==> src/rtl/assert_macros.svh <==
// Assertion macros shared by the string escape decoder RTL.
`ifndef ASSERT_MACROS_SVH
`define ASSERT_MACROS_SVH

// Checks a property on every rising clock edge. The check is off while reset is high.
`define SED_ASSERT(lbl, prop, msg) \
   lbl: assert property (@(posedge clock) disable iff (reset) prop) else $error(msg);

// Checks a property on every rising clock edge, during reset as well.
`define SED_ASSERT_ALWAYS(lbl, prop, msg) \
   lbl: assert property (@(posedge clock) prop) else $error(msg);

`endif

==> src/rtl/sed_pkg.sv <==
// Types, character codes and hex digit helpers for the string escape decoder.
`default_nettype none

package sed_pkg;

   typedef struct packed {
      logic [7:0] in_byte;
      logic       in_last;
   } req_type;

   typedef struct packed {
      logic [7:0] out_byte;
      logic       out_valid;
      logic [1:0] status;
      logic       out_end;
   } rsp_type;

   // Escape mode, one-hot.
   typedef enum logic [3:0] {
      MODE_PLAIN = 4'b0001,
      MODE_ESC   = 4'b0010,
      MODE_HEX1  = 4'b0100,
      MODE_HEX2  = 4'b1000
   } mode_type;

   localparam logic [1:0] ERR_NONE   = 2'd0;
   localparam logic [1:0] ERR_ESCAPE = 2'd1;
   localparam logic [1:0] ERR_HEX    = 2'd2;

   typedef struct packed {
      mode_type   mode;
      logic [3:0] high_nibble;
      logic [1:0] err;
   } state_type;

   localparam logic [7:0] CHAR_BACKSLASH = 8'h5C;
   localparam logic [7:0] CHAR_QUOTE     = 8'h22;
   localparam logic [7:0] CHAR_N         = 8'h6E;
   localparam logic [7:0] CHAR_R         = 8'h72;
   localparam logic [7:0] CHAR_T         = 8'h74;
   localparam logic [7:0] CHAR_X         = 8'h78;
   localparam logic [7:0] CHAR_LF        = 8'h0A;
   localparam logic [7:0] CHAR_CR        = 8'h0D;
   localparam logic [7:0] CHAR_TAB       = 8'h09;

   // True for 0-9, a-f and A-F.
   function automatic logic is_hex(input logic [7:0] c);
      logic digit;
      logic lower;
      logic upper;
      digit = (c >= 8'h30) && (c <= 8'h39);
      lower = (c >= 8'h61) && (c <= 8'h66);
      upper = (c >= 8'h41) && (c <= 8'h46);
      return digit || lower || upper;
   endfunction

   // Value of a hex digit. A letter has a low nibble of 1 to 6, so adding 9 gives 10 to 15.
   function automatic logic [3:0] hex_value(input logic [7:0] c);
      logic [3:0] v;
      if (c[6]) begin
         v = c[3:0] + 4'd9;
      end else begin
         v = c[3:0];
      end
      return v;
   endfunction

endpackage

`default_nettype wire

==> src/rtl/sed_decode.sv <==
// Next-state and result logic for one string byte.
`default_nettype none

module sed_decode (
   input  var sed_pkg::state_type cur_state,
   input  var sed_pkg::req_type   item,
   output sed_pkg::state_type     nxt_state,
   output sed_pkg::rsp_type       result
);

   logic [7:0]        obyte;
   logic              ovalid;
   sed_pkg::state_type upd;

   always_comb begin
      upd    = cur_state;
      obyte  = 8'h00;
      ovalid = 1'b0;
      if (cur_state.err == sed_pkg::ERR_NONE) begin
         unique case (cur_state.mode)
            sed_pkg::MODE_PLAIN: begin
               if (item.in_byte == sed_pkg::CHAR_BACKSLASH) begin
                  // A backslash as the final byte cannot start an escape.
                  if (item.in_last) begin
                     upd.err = sed_pkg::ERR_ESCAPE;
                  end else begin
                     upd.mode = sed_pkg::MODE_ESC;
                  end
               end else begin
                  obyte  = item.in_byte;
                  ovalid = 1'b1;
               end
            end
            sed_pkg::MODE_ESC: begin
               upd.mode = sed_pkg::MODE_PLAIN;
               case (item.in_byte)
                  sed_pkg::CHAR_BACKSLASH, sed_pkg::CHAR_QUOTE: begin
                     obyte  = item.in_byte;
                     ovalid = 1'b1;
                  end
                  sed_pkg::CHAR_N: begin
                     obyte  = sed_pkg::CHAR_LF;
                     ovalid = 1'b1;
                  end
                  sed_pkg::CHAR_R: begin
                     obyte  = sed_pkg::CHAR_CR;
                     ovalid = 1'b1;
                  end
                  sed_pkg::CHAR_T: begin
                     obyte  = sed_pkg::CHAR_TAB;
                     ovalid = 1'b1;
                  end
                  sed_pkg::CHAR_X: begin
                     if (item.in_last) begin
                        upd.err = sed_pkg::ERR_HEX;
                     end else begin
                        upd.mode = sed_pkg::MODE_HEX1;
                     end
                  end
                  default: begin
                     upd.err = sed_pkg::ERR_ESCAPE;
                  end
               endcase
            end
            sed_pkg::MODE_HEX1: begin
               // The string may not end on the first digit of a hex escape.
               if (!sed_pkg::is_hex(item.in_byte) || item.in_last) begin
                  upd.err  = sed_pkg::ERR_HEX;
                  upd.mode = sed_pkg::MODE_PLAIN;
               end else begin
                  upd.high_nibble = sed_pkg::hex_value(item.in_byte);
                  upd.mode        = sed_pkg::MODE_HEX2;
               end
            end
            sed_pkg::MODE_HEX2: begin
               upd.mode = sed_pkg::MODE_PLAIN;
               if (!sed_pkg::is_hex(item.in_byte)) begin
                  upd.err = sed_pkg::ERR_HEX;
               end else begin
                  obyte  = {cur_state.high_nibble, sed_pkg::hex_value(item.in_byte)};
                  ovalid = 1'b1;
               end
            end
            default: begin
               upd.mode = sed_pkg::MODE_PLAIN;
            end
         endcase
      end

      result.out_byte  = obyte;
      result.out_valid = ovalid;
      result.status    = upd.err;
      result.out_end   = item.in_last;

      // The final byte closes the string and clears all state.
      if (item.in_last) begin
         nxt_state.mode        = sed_pkg::MODE_PLAIN;
         nxt_state.high_nibble = 4'h0;
         nxt_state.err         = sed_pkg::ERR_NONE;
      end else begin
         nxt_state = upd;
      end
   end

endmodule

`default_nettype wire

==> src/rtl/string_escape_decoder.sv <==
// Top level of the string escape decoder: input register, decode state and result register.
`default_nettype none
`include "assert_macros.svh"

// Channel   Ports                          Payload    Role
// request   req_valid, req_stall, req_data req_type   one string body byte and its last flag
// response  rsp_valid, rsp_stall, rsp_data rsp_type   decoded byte, valid, status and end mark
//
// A request passes through the input register and then the response register on its
// way to its response. A new request can be accepted every cycle while req_stall is low.
// Reset clears the escape mode, the stored hex nibble, the sticky error and both valid flags.
// When rsp_stall holds a response, the request in the input register waits and
// req_stall rises; while the input register is empty a request is still taken.

module string_escape_decoder (
   input  var logic             clock,
   input  var logic             reset,
   input  var logic             req_valid,
   output logic                 req_stall,
   input  var sed_pkg::req_type req_data,
   output logic                 rsp_valid,
   input  var logic             rsp_stall,
   output sed_pkg::rsp_type     rsp_data
);

   // Input register.
   logic             in_valid_ff;
   logic             in_valid_in;
   sed_pkg::req_type in_ff;

   // Decoder state; it advances once per request, when the request moves to the response.
   sed_pkg::state_type state_ff;
   sed_pkg::state_type state_in;

   // Response register.
   logic             rsp_valid_ff;
   logic             rsp_valid_in;
   sed_pkg::rsp_type rsp_ff;
   sed_pkg::rsp_type rsp_in;

   logic accept;
   logic advance;

   // The held request moves on when the response register is empty or being emptied.
   assign advance   = in_valid_ff && (!rsp_valid_ff || !rsp_stall);
   assign req_stall = in_valid_ff && rsp_valid_ff && rsp_stall;
   assign accept    = req_valid && !req_stall;

   assign in_valid_in  = accept || (in_valid_ff && !advance);
   assign rsp_valid_in = advance || (rsp_valid_ff && rsp_stall);

   sed_decode u_decode (
      .cur_state (state_ff),
      .item      (in_ff),
      .nxt_state (state_in),
      .result    (rsp_in)
   );

   always_ff @(posedge clock) begin
      if (reset) begin
         in_valid_ff          <= 1'b0;
         rsp_valid_ff         <= 1'b0;
         state_ff.mode        <= sed_pkg::MODE_PLAIN;
         state_ff.high_nibble <= 4'h0;
         state_ff.err         <= sed_pkg::ERR_NONE;
      end else begin
         in_valid_ff  <= in_valid_in;
         rsp_valid_ff <= rsp_valid_in;
         if (advance) begin
            state_ff <= state_in;
         end
      end
   end

   // Payload registers need no reset.
   always_ff @(posedge clock) begin
      if (accept) begin
         in_ff <= req_data;
      end
      if (advance) begin
         rsp_ff <= rsp_in;
      end
   end

   assign rsp_valid = rsp_valid_ff;
   assign rsp_data  = rsp_ff;

   // A decoded byte only appears while the string has no error.
   `SED_ASSERT(a_valid_needs_ok,
      rsp_valid_ff && rsp_ff.out_valid |-> rsp_ff.status == sed_pkg::ERR_NONE,
      "decoded byte delivered with an error status")
   // A response without a decoded byte carries a zero byte.
   `SED_ASSERT(a_idle_byte_zero,
      rsp_valid_ff && !rsp_ff.out_valid |-> rsp_ff.out_byte == 8'h00,
      "nonzero byte in a response without a decoded byte")
   // The final byte of a string leaves the decoder clean.
   `SED_ASSERT(a_end_clears,
      advance && in_ff.in_last |=>
         state_ff.mode == sed_pkg::MODE_PLAIN && state_ff.err == sed_pkg::ERR_NONE,
      "state not cleared after the final byte")
   // An error stays until the string ends.
   `SED_ASSERT(a_error_sticky,
      advance && state_ff.err != sed_pkg::ERR_NONE && !in_ff.in_last |=>
         state_ff.err == $past(state_ff.err),
      "sticky error changed before the end of the string")

endmodule

`default_nettype wire
==> config.mk <==
export PLATFORM = sky130hd
export DESIGN_NAME = string_escape_decoder
export DESIGN_NICKNAME = d
export VERILOG_FILES = /design/src/rtl/sed_pkg.sv /design/src/rtl/sed_decode.sv /design/src/rtl/string_escape_decoder.sv
export VERILOG_INCLUDE_DIRS = /design/src /design/src/rtl
export SDC_FILE = /design/constraint.sdc
export NUM_CORES = 1
export LEC_CHECK = 0
export ABC_AREA = 1
export ABC_CLOCK_PERIOD_IN_PS = 3500
export BUFFER_PORTS_ARGS = -buffer_cell sky130_fd_sc_hd__buf_4
export CAP_MARGIN = 20
export CELL_PAD_IN_SITES_DETAIL_PLACEMENT = 1
export CELL_PAD_IN_SITES_GLOBAL_PLACEMENT = 1
export CORE_ASPECT_RATIO = 0.9
export CORE_UTILIZATION = 35
export DETAILED_ROUTE_END_ITERATION = 8
export PLACE_DENSITY = 0.72
export SLEW_MARGIN = 25
export SYNTH_ARGS = -nofsm -noshare
export SYNTH_HDL_FRONTEND = slang
export SYNTH_SLANG_ARGS = --single-unit
==> constraint.sdc <==
create_clock -name clock -period 3.5 [get_ports clock]
set_clock_uncertainty 0.1 [all_clocks]
set_input_delay 0.7 -clock clock [delete_from_list [all_inputs] [get_ports clock]]
set_output_delay 0.7 -clock clock [all_outputs]
set_load 0.02 [all_outputs]
==> flow_summary.html, run 1 <==
<table>
<tr><th>Metric</th><th>Value</th></tr>
<tr><th colspan="2">Run status</th></tr>
<tr><td>Outcome</td><td>completed</td></tr>
<tr><th colspan="2">Floorplan</th></tr>
<tr><td>Overall die height</td><td>71.1 um</td></tr>
<tr><td>Placeable core region</td><td>4980 um2</td></tr>
<tr><td>Rows</td><td>24</td></tr>
<tr><td>Die Outline Area</td><td>5600 um2</td></tr>
<tr><td>Count of pins on the block boundary</td><td>27</td></tr>
<tr><td>Starting density of the core</td><td>0.373</td></tr>
<tr><td>Die width</td><td>78.8 um</td></tr>
<tr><th colspan="2">GRT</th></tr>
<tr><td>Pin count of the biggest net entering global routing</td><td>16</td></tr>
<tr><td>Initial antenna violation count</td><td>0</td></tr>
<tr><td>Wire length of the first global-routing pass</td><td>7.65 mm</td></tr>
<tr><td>Via count of the first global-routing pass</td><td>1555</td></tr>
<tr><td>Total overflow reported by the global router</td><td>0</td></tr>
<tr><td>All-Layer GR Usage</td><td>0.183</td></tr>
<tr><th colspan="2">Placement</th></tr>
<tr><td>Buffers on Ports</td><td>26</td></tr>
<tr><td>HPWL after detailed placement</td><td>3.61 mm</td></tr>
<tr><td>Routability congestion estimate from global placement</td><td>0.789</td></tr>
<tr><th colspan="2">Worst setup path</th></tr>
<tr><td>Data required time at the worst endpoint</td><td>3.43 ns</td></tr>
<tr><td>Crit path kind</td><td>reg2reg</td></tr>
<tr><td>Max Fanout on Critical Path</td><td>6</td></tr>
<tr><td>Critical-path cell list</td><td>inv_1, ha_1, nand4_1, nand2_1, nand2_1, a22oi_1, a21oi_1</td></tr>
<tr><td>Worst path slowest cell</td><td>edfxtp_1</td></tr>
<tr><td>Slowest Stage Delay on Critical Path</td><td>0.51 ns</td></tr>
<tr><td>Data arrival at the endpoint of the critical path</td><td>2.11 ns</td></tr>
<tr><td>Kind of capture point of the worst setup path</td><td>flop</td></tr>
<tr><td>Worst Reg-to-Reg Cells</td><td>7</td></tr>
<tr><td>Most common cell type on the critical path</td><td>nand2_1</td></tr>
<tr><td>Startpoint Class</td><td>flop</td></tr>
<tr><th colspan="2">Final layout</th></tr>
<tr><td>Share of final-layout standard cells stronger than drive strength 1</td><td>0.217</td></tr>
<tr><td>Diode count</td><td>0</td></tr>
<tr><td>Synthesis-to-layout area growth</td><td>20.0%</td></tr>
<tr><td>Total area of multi-input combinational cells</td><td>826 um2</td></tr>
<tr><td>Number of nets in the layout</td><td>283</td></tr>
<tr><td>Fill cell count</td><td>639</td></tr>
<tr><td>Storage element area</td><td>871 um2</td></tr>
<tr><th colspan="2">Clock tree</th></tr>
<tr><td>Clock-pin slew of the registers on the worst-case setup and hold paths</td><td>0.08 ns</td></tr>
<tr><td>Maximum level of the CTS H-tree</td><td>2</td></tr>
<tr><td>Hold bufs inserted after CTS</td><td>0</td></tr>
<tr><td>Source-to-sink clock delay at the later pin of the worst-skew pair</td><td>0.29 ns</td></tr>
<tr><td>Number of sinks handled by clock tree synthesis</td><td>33</td></tr>
<tr><td>Number of cells upsized or downsized after cts</td><td>0</td></tr>
<tr><td>Post-CTS setup buffers</td><td>0</td></tr>
<tr><td>Clock tree from TritonCTS</td><td>yes</td></tr>
<tr><td>Clock buffer count from CTS</td><td>5</td></tr>
<tr><td>Cell at the root of the clock tree</td><td>clkbuf_8</td></tr>
<tr><td>Clock Path Buffers</td><td>2</td></tr>
<tr><th colspan="2">Synth</th></tr>
<tr><td>Cell with the most instances after synthesis</td><td>nand2_1</td></tr>
<tr><td>Average cell area after synthesis</td><td>7.91 um2</td></tr>
<tr><td>Flip-flop and latch count after synthesis</td><td>33</td></tr>
<tr><td>Combined area of all synthesized cells</td><td>1860 um2</td></tr>
<tr><td>Fraction of synthesized cell area in xor and xnor cells</td><td>0.0141</td></tr>
<tr><td>Cell types occupying the most area after synthesis</td><td>edfxtp_1 34%, dfxtp_1 13%, nand2_1 11%</td></tr>
<tr><td>Ys async rst share</td><td>0</td></tr>
<tr><td>Synth cell types</td><td>32</td></tr>
<tr><td>Largest family of logic cells by synthesized area</td><td>simple AND/OR/NAND/NOR gates</td></tr>
<tr><td>Number of enable-type register cells in the synthesized netlist</td><td>21</td></tr>
<tr><td>Post-synth top cells</td><td>52 x nand2_1, 31 x inv_1, 25 x nor2_1, 21 x edfxtp_1, 19 x a21oi_1</td></tr>
<tr><td>Synth Instances</td><td>235</td></tr>
<tr><td>Synthesized-area fraction occupied by adder cells</td><td>0.0269</td></tr>
<tr><td>Sequential area share after synthesis</td><td>0.469</td></tr>
<tr><td>Post-Synth Simple-Gate Area</td><td>0.291</td></tr>
<tr><td>Flip-flop cell with the highest count after synthesis</td><td>edfxtp_1</td></tr>
<tr><td>Synth Net Count</td><td>252</td></tr>
<tr><td>Synth warnings</td><td>0</td></tr>
<tr><td>Cell accounting for the most synthesized area</td><td>edfxtp_1</td></tr>
<tr><td>Share of the synthesized area in compound gates (AO/OA/AOI/OAI)</td><td>0.112</td></tr>
<tr><td>Area share of the largest cell type after synthesis</td><td>0.339</td></tr>
<tr><td>Portion of netlist area occupied by mux cells</td><td>0</td></tr>
<tr><th colspan="2">Timing</th></tr>
<tr><td>Setup TNS Final</td><td>0 ns</td></tr>
<tr><td>Slew at the pin with the worst max-slew slack</td><td>0.519 ns</td></tr>
<tr><td>Period Utilization, post-route</td><td>0.622</td></tr>
<tr><td>Final setup violation count</td><td>0</td></tr>
<tr><td>Hold Violations, Final</td><td>0</td></tr>
<tr><td>Worst relative slew slack</td><td>0.651</td></tr>
<tr><td>Number of pins with negative max-slew slack in the final report</td><td>0</td></tr>
<tr><td>Clock period minus worst slack</td><td>2.18 ns</td></tr>
<tr><td>Highest Clock Rate</td><td>459 MHz</td></tr>
<tr><td>Setup repair after global routing missed its margin</td><td>false</td></tr>
<tr><th colspan="2">Drt</th></tr>
<tr><td>Aggregate routed wire length</td><td>4.61 mm</td></tr>
<tr><td>Number of nets still failing antenna checks after routing</td><td>0</td></tr>
<tr><td>Initial DRC count</td><td>83</td></tr>
<tr><td>Detailed-route via count</td><td>1613</td></tr>
<tr><td>Number of iterations in the first detailed-routing pass</td><td>4</td></tr>
<tr><td>Average wire per standard cell</td><td>13.9 um</td></tr>
<tr><td>Mean number of vias per cell</td><td>4.86</td></tr>
<tr><td>Drt drc</td><td>0</td></tr>
<tr><th colspan="2">Min path</th></tr>
<tr><td>Worst hold path depth</td><td>2</td></tr>
<tr><td>Worst hold-check path type</td><td>reg2reg</td></tr>
<tr><th colspan="2">Pwr</th></tr>
<tr><td>Leakage Power</td><td>1.02 nW</td></tr>
<tr><td>Total power draw</td><td>0.981 mW</td></tr>
<tr><td>Power density relative to cell area</td><td>440 nW/um2</td></tr>
<tr><td>IR drop worst, VDD</td><td>258 uV</td></tr>
<tr><th colspan="2">Flow run</th></tr>
<tr><td>MaxCap Viol Count</td><td>0</td></tr>
</table>
-- path summary, 6_finish.rpt --
path	startpoint	slack [ns]	endpoint
max	in_ff[1]$_DFFE_PP_	1.32	rsp_data[5]$_SDFFCE_PN0P_
min	state_ff[2]$_SDFFE_PP0P_	0.40	state_ff[2]$_SDFFE_PP0P_
max reg2reg	in_ff[1]$_DFFE_PP_	1.32	rsp_data[5]$_SDFFCE_PN0P_
min reg2reg	state_ff[2]$_SDFFE_PP0P_	0.40	state_ff[2]$_SDFFE_PP0P_
-- area by class of cell --
cell class | instances | area share
Clock inverter | 3 | 0.0185
Clock buffer | 5 | 0.0309
Tap cell | 65 | 0.0365
Sequential cell | 33 | 0.391
Multi-Input combinational cell | 162 | 0.370
Timing Repair Buffer | 27 | 0.0909
Inverter | 37 | 0.0623
-- kinds of logic (layout without fill, tap and decap cells) --
logic type	Yosys count	in the layout
and+or+nand+nor	118	118
buffers and inverters	40	72
AOI/OAI and AO/OA	37	37
DFF	33	33
adders and majority gates	4	4
xor gates and xnor gates	3	3
-- metrics by stage --
step | util | hold slack (ns) | worst slack, ns | area [um2] | instances
after global routing | 0.447 | 0.431 | 1.17 | 2230 | 332
after floorplan | - | 0.351 | 1.28 | 1860 | 235
final | 0.447 | 0.397 | 1.32 | 2230 | 332
after CTS | 0.447 | 0.397 | 1.35 | 2230 | 332
after detailed placement | 0.425 | 0.383 | 1.18 | 2120 | 324
after global placement | 0.425 | 0.366 | 1.25 | 2120 | 324
-- power breakdown --
group	total [mW]	leakage (nW)	internal, mW	switching (mW)
clock	0.357	0.0518	0.210	0.148
sequential	0.464	0.300	0.443	0.0204
combinational	0.160	0.665	0.0589	0.101
total	0.981	1.02	0.712	0.269
-- critical path: cells and delay by family, from the launching register on --
family                     cells  cell delay, ns
adders and majority gates      1            0.25
and+or+nand+nor                3            0.66
DFF                            1            0.51
buffers and inverters          1            0.14
AOI/OAI and AO/OA              2            0.26
-- flip-flops by register name, summed over array words and instances, names as in the netlist --
name and count:
rsp_data 12, rsp_valid 1, in_valid_ff 1, state_ff 10, in_ff 9
-- cells in the final DEF (no fill, tap or decap), drive strengths merged --
cell type,count
o21ai,11
clkinvlp,1
nand2,60
inv,37
clkbuf,5
nand3,19
clkinv,1
a211oi,1
buf,27
a31oi,2
ha,4
xor2,1
a21oi,20
a22oi,1
xnor2,2
dfxtp,12
nor3,4
edfxtp,21
nand3b,1
nor2,30
nand4,3
o31ai,1
or2,1
a21boi,1
bufinv,1
-- routing by layer --
layer / routed length, um / vias up / global-route usage
met5: 0 / - / 0
met4: 68 / 0 / 0.0679
met3: 153 / 6 / 0.0374
met2: 1990 / 34 / 0.283
met1: 2400 / 748 / 0.253
li1: - / 825 / -
No activity file was read; power rests on OpenSTA's default activity.
==> run 2, diff against run 1 <==
--- a/config.mk
+++ b/config.mk
@@ -6,8 +6,8 @@
 export SDC_FILE = /design/constraint.sdc
 export NUM_CORES = 1
 export LEC_CHECK = 0
-export ABC_AREA = 1
-export ABC_CLOCK_PERIOD_IN_PS = 3500
+export ABC_AREA = 0
+export ABC_CLOCK_PERIOD_IN_PS = 1750
 export BUFFER_PORTS_ARGS = -buffer_cell sky130_fd_sc_hd__buf_4
 export CAP_MARGIN = 20
 export CELL_PAD_IN_SITES_DETAIL_PLACEMENT = 1
==> constraint.sdc (replaced) <==
create_clock -name clock -period 1.75 [get_ports clock]
set_clock_uncertainty 0.1 [all_clocks]
set_input_delay 0.35 -clock clock [delete_from_list [all_inputs] [get_ports clock]]
set_output_delay 0.35 -clock clock [all_outputs]
set_load 0.02 [all_outputs]
==> run 2 against run 1 <==
Effect of this change: sequential cell count is the same; count of clock-buffer cells in the layout grew 3; cell count shrank 3.0%; cell area grew 25%; synthesized cell count shrank 23%; combinational power grew 120%; largest cell class is now multi-input gates; the flow now finishes with violations (negative setup slack); sequential power grew 93%; die area shrank 0.13%.
==> flow_summary.html, run 2 <==
<table>
<tr><th>Metric</th><th>Value</th></tr>
<tr><th colspan="2">Drt</th></tr>
<tr><td>Mean number of vias per cell</td><td>5.44 (+12%)</td></tr>
<tr><td>Aggregate routed wire length</td><td>5.77 mm (+25%)</td></tr>
<tr><td>Detailed-route via count</td><td>1753 (+8.7%)</td></tr>
<tr><td>Average wire per standard cell</td><td>17.9 um (+29%)</td></tr>
<tr><td>Number of iterations in the first detailed-routing pass</td><td>4 (unchanged)</td></tr>
<tr><td>Drt drc</td><td>0 (unchanged)</td></tr>
<tr><td>Number of nets still failing antenna checks after routing</td><td>0 (unchanged)</td></tr>
<tr><td>Initial DRC count</td><td>95 (+14%)</td></tr>
<tr><th colspan="2">GRT</th></tr>
<tr><td>Wire length of the first global-routing pass</td><td>8.78 mm (+15%)</td></tr>
<tr><td>All-Layer GR Usage</td><td>0.207 (+0.0235)</td></tr>
<tr><td>Via count of the first global-routing pass</td><td>1805 (+16%)</td></tr>
<tr><td>Initial antenna violation count</td><td>0 (unchanged)</td></tr>
<tr><td>Total overflow reported by the global router</td><td>0 (unchanged)</td></tr>
<tr><td>Pin count of the biggest net entering global routing</td><td>15 (-1)</td></tr>
<tr><th colspan="2">Synth</th></tr>
<tr><td>Number of enable-type register cells in the synthesized netlist</td><td>21 (unchanged)</td></tr>
<tr><td>Combined area of all synthesized cells</td><td>1860 um2 (-0.13%)</td></tr>
<tr><td>Cell accounting for the most synthesized area</td><td>edfxtp_1</td></tr>
<tr><td>Synth cell types</td><td>60 (+88%)</td></tr>
<tr><td>Cell types occupying the most area after synthesis</td><td>edfxtp_1 34%, dfxtp_1 13%, nor2_1 4.5%</td></tr>
<tr><td>Post-synth top cells</td><td>22 x nor2_1, 21 x edfxtp_1, 12 x dfxtp_1, 9 x nand2_1, 9 x nand3_1</td></tr>
<tr><td>Cell with the most instances after synthesis</td><td>nor2_1</td></tr>
<tr><td>Flip-flop and latch count after synthesis</td><td>33 (unchanged)</td></tr>
<tr><td>Ys async rst share</td><td>0 (unchanged)</td></tr>
<tr><td>Synth Net Count</td><td>198 (-21%)</td></tr>
<tr><td>Sequential area share after synthesis</td><td>0.469 (+0.000632)</td></tr>
<tr><td>Synth warnings</td><td>0 (unchanged)</td></tr>
<tr><td>Area share of the largest cell type after synthesis</td><td>0.340 (+0.000458)</td></tr>
<tr><td>Average cell area after synthesis</td><td>10.3 um2 (+30%)</td></tr>
<tr><td>Synth Instances</td><td>181 (-23%)</td></tr>
<tr><td>Flip-flop cell with the highest count after synthesis</td><td>edfxtp_1</td></tr>
<tr><th colspan="2">Final layout</th></tr>
<tr><td>Commonest non-fill, non-tap cells in the layout</td><td>77 x buf_4, 22 x nor2_1, 21 x edfxtp_1</td></tr>
<tr><td>Final std cell area, no fill</td><td>2780 um2 (+25%)</td></tr>
<tr><td>Number of cells in the finished layout apart from fillers</td><td>322 (-3.0%)</td></tr>
<tr><td>Synthesis-to-layout area growth</td><td>49.9%</td></tr>
<tr><td>Flip-flop count of the largest register, all copies and words added</td><td>12 (unchanged)</td></tr>
<tr><td>Share of final-layout standard cells stronger than drive strength 1</td><td>0.502 (+0.285)</td></tr>
<tr><td>Storage element area</td><td>871 um2 (unchanged)</td></tr>
<tr><td>Total area of multi-input combinational cells</td><td>1120 um2 (+36%)</td></tr>
<tr><td>Fraction of the core area covered by cells at the end of the flow</td><td>0.558 (+0.111)</td></tr>
<tr><td>Diode count</td><td>0 (unchanged)</td></tr>
<tr><td>Number of nets in the layout</td><td>273 (-3.5%)</td></tr>
<tr><td>Fill cell count</td><td>573 (-10%)</td></tr>
<tr><td>Most common cell after layout, fill and taps aside</td><td>buf_4</td></tr>
<tr><th colspan="2">Worst setup path</th></tr>
<tr><td>Data arrival at the endpoint of the critical path</td><td>2.21 ns (+0.10 ns)</td></tr>
<tr><td>Setup slack of the worst register-to-register path</td><td>-0.52 ns (-1.84 ns)</td></tr>
<tr><td>Max Fanout on Critical Path</td><td>3 (-3)</td></tr>
<tr><td>Worst path slowest cell</td><td>edfxtp_1</td></tr>
<tr><td>Capture instance of the worst register-to-register path</td><td>rsp_data[1]$_DFFE_PP_</td></tr>
<tr><td>Crit path kind</td><td>reg2reg</td></tr>
<tr><td>Startpoint Class</td><td>flop</td></tr>
<tr><td>Kind of capture point of the worst setup path</td><td>flop</td></tr>
<tr><td>Worst Reg-to-Reg Cells</td><td>7 (unchanged)</td></tr>
<tr><td>Data required time at the worst endpoint</td><td>1.69 ns (-1.74 ns)</td></tr>
<tr><td>Slowest Stage Delay on Critical Path</td><td>0.44 ns (-0.07 ns)</td></tr>
<tr><td>Critical-path cell list</td><td>inv_2, ha_2, or3b_4, o32ai_4, a211oi_2, a32o_2, a21o_1</td></tr>
<tr><td>Timing startpoint of the critical path</td><td>in_ff[1]$_DFFE_PP_</td></tr>
<tr><td>Startpoint of the most critical register-to-register path</td><td>in_ff[1]$_DFFE_PP_</td></tr>
<tr><th colspan="2">Placement</th></tr>
<tr><td>HPWL after detailed placement</td><td>3.94 mm (+9.1%)</td></tr>
<tr><td>Buffers on Ports</td><td>26 (unchanged)</td></tr>
<tr><td>Routability congestion estimate from global placement</td><td>0.833 (+5.5%)</td></tr>
<tr><td>Worst setup slack before clock tree synthesis</td><td>-0.575 ns (-1.75 ns)</td></tr>
<tr><td>Cell total after placement</td><td>305 (-5.9%)</td></tr>
<tr><td>Cell Area, Placed</td><td>2460 um2 (+16%)</td></tr>
<tr><th colspan="2">Run status</th></tr>
<tr><td>Violations in the final reports</td><td>negative setup slack</td></tr>
<tr><td>Outcome</td><td>finished with violations</td></tr>
<tr><th colspan="2">Clock tree</th></tr>
<tr><td>Clock-pin slew of the registers on the worst-case setup and hold paths</td><td>0.07 ns (about the same)</td></tr>
<tr><td>Hold bufs inserted after CTS</td><td>0 (unchanged)</td></tr>
<tr><td>Source-to-sink clock delay at the later pin of the worst-skew pair</td><td>0.28 ns (about the same)</td></tr>
<tr><td>Clock buffer count from CTS</td><td>5 (unchanged)</td></tr>
<tr><td>Number of sinks handled by clock tree synthesis</td><td>33 (unchanged)</td></tr>
<tr><td>Clock Path Buffers</td><td>2 (unchanged)</td></tr>
<tr><td>Clock tree from TritonCTS</td><td>yes</td></tr>
<tr><td>Maximum level of the CTS H-tree</td><td>2 (unchanged)</td></tr>
<tr><td>Cell at the root of the clock tree</td><td>clkbuf_8</td></tr>
<tr><th colspan="2">Pwr</th></tr>
<tr><td>Leakage Power</td><td>1.08 nW (+6.1%)</td></tr>
<tr><td>Power density relative to cell area</td><td>664 nW/um2 (+51%)</td></tr>
<tr><td>IR drop worst, VDD</td><td>433 uV (+68%)</td></tr>
<tr><th colspan="2">Timing</th></tr>
<tr><td>Setup repair after global routing missed its margin</td><td>true</td></tr>
<tr><td>Worst relative slew slack</td><td>0.705 (+0.0540)</td></tr>
<tr><td>Period Utilization, post-route</td><td>1.30 (+0.674)</td></tr>
<tr><td>Hold Violations, Final</td><td>0 (unchanged)</td></tr>
<tr><td>Slew at the pin with the worst max-slew slack</td><td>0.442 ns (-0.0777 ns)</td></tr>
<tr><td>Final setup margin</td><td>-0.519 ns (-1.84 ns)</td></tr>
<tr><td>Hold slack</td><td>0.137 ns (-0.260 ns)</td></tr>
<tr><td>Highest Clock Rate</td><td>441 MHz (-4.0%)</td></tr>
<tr><td>Final setup violation count</td><td>21 (+21)</td></tr>
<tr><td>Clock period minus worst slack</td><td>2.27 ns (+0.0909 ns)</td></tr>
<tr><td>Number of pins with negative max-slew slack in the final report</td><td>0 (unchanged)</td></tr>
<tr><th colspan="2">Floorplan</th></tr>
<tr><td>Overall die height</td><td>71.1 um (about the same)</td></tr>
<tr><td>Placeable core region</td><td>4980 um2 (unchanged)</td></tr>
<tr><td>Count of pins on the block boundary</td><td>27 (unchanged)</td></tr>
<tr><td>Die width</td><td>78.8 um (about the same)</td></tr>
<tr><td>Rows</td><td>24 (unchanged)</td></tr>
<tr><td>Starting density of the core</td><td>0.372 (-0.000502)</td></tr>
<tr><td>Die Outline Area</td><td>5600 um2 (-0.13%)</td></tr>
<tr><th colspan="2">Min path</th></tr>
<tr><td>Worst hold-check path type</td><td>in2reg</td></tr>
<tr><td>Worst Hold Launch</td><td>req_data[2]</td></tr>
<tr><td>Worst hold path depth</td><td>1 (-1)</td></tr>
<tr><td>Hold worst-path end</td><td>in_ff[2]$_DFFE_PP_</td></tr>
<tr><th colspan="2">Flow run</th></tr>
<tr><td>MaxCap Viol Count</td><td>0 (unchanged)</td></tr>
</table>
==> run 2: area by class of cell <==
cell class | instances | share of cell area
Clock buffer | 8 | 0.0324
Inverter | 4 | 0.00540
Multi-Input combinational cell | 133 | 0.404
Sequential cell | 33 | 0.313
Tap cell | 65 | 0.0292
Timing Repair Buffer | 79 | 0.216
==> run 2: how the worst max path moves through the flow <==
stage	slack [ns]	endpoint	cells after the start
2_1_floorplan	-0.38	rsp_data[7]$_SDFFCE_PN0P_	8
3_3_place_gp	-0.40	rsp_data[7]$_SDFFCE_PN0P_	7
3_5_place_dp	-0.58	rsp_data[7]$_SDFFCE_PN0P_	8
4_1_cts	-0.47	rsp_data[1]$_DFFE_PP_	7
5_1_grt	-0.63	rsp_data[7]$_SDFFCE_PN0P_	9
6_report	-0.52	rsp_data[1]$_DFFE_PP_	7
==> run 2: worst max-delay path, delay by kind of cell (launching register included) <==
kind / cells / cell delay, ns
compound gates: 4 / 0.74
flops: 1 / 0.44
buf+inv: 1 / 0.13
fa+ha+maj: 1 / 0.19
simple gates: 1 / 0.42
==> run 2: metal layers <==
metal	share of wire	global-route usage	routed length (um)
met1	0.44	0.251	2560
met2	0.51	0.367	2960
met3	0.030	0.0400	176
met4	0.014	0.0638	80
met5	0	0	0
==> run 2: power breakdown <==
group	internal (mW)	total, mW	switching [mW]
combinational	0.178	0.359	0.181
clock	0.321	0.593	0.273
sequential	0.869	0.894	0.0250
total	1.37	1.85	0.479
==> run 2: cell families (layout without fill, tap and decap cells) <==
family	after synthesis	after routing	share of synthesized area
AO/OA/AOI/OAI	44	44	0.184
XOR/XNOR	5	5	0.0236
adder cells (fa/ha/maj)	4	4	0.0270
buffers and inverters	15	91	0.0405
flip-flops	33	33	0.469
multiplexers	2	2	0.0108
AND/OR/NAND/NOR	78	78	0.245
==> run 2: what timing repair did <==
| item | CTS | global route |
|---|---|---|
| endpoints found under the setup margin | 21 | 21 |
| endpoints found under the hold margin | 0 | 0 |
| resized for setup | 18 | 17 |
| pin swaps | 10 | 15 |
| setup buffers | 5 | 5 |
==> run 2: stage by stage <==
stage	total power [mW]	setup TNS, ns
2_1_floorplan	1.07	-5.86
3_3_place_gp	1.20	-6.70
5_1_grt	1.92	-10.33
3_5_place_dp	1.22	-9.40
6_report	1.85	-8.78
4_1_cts	1.83	-8.20
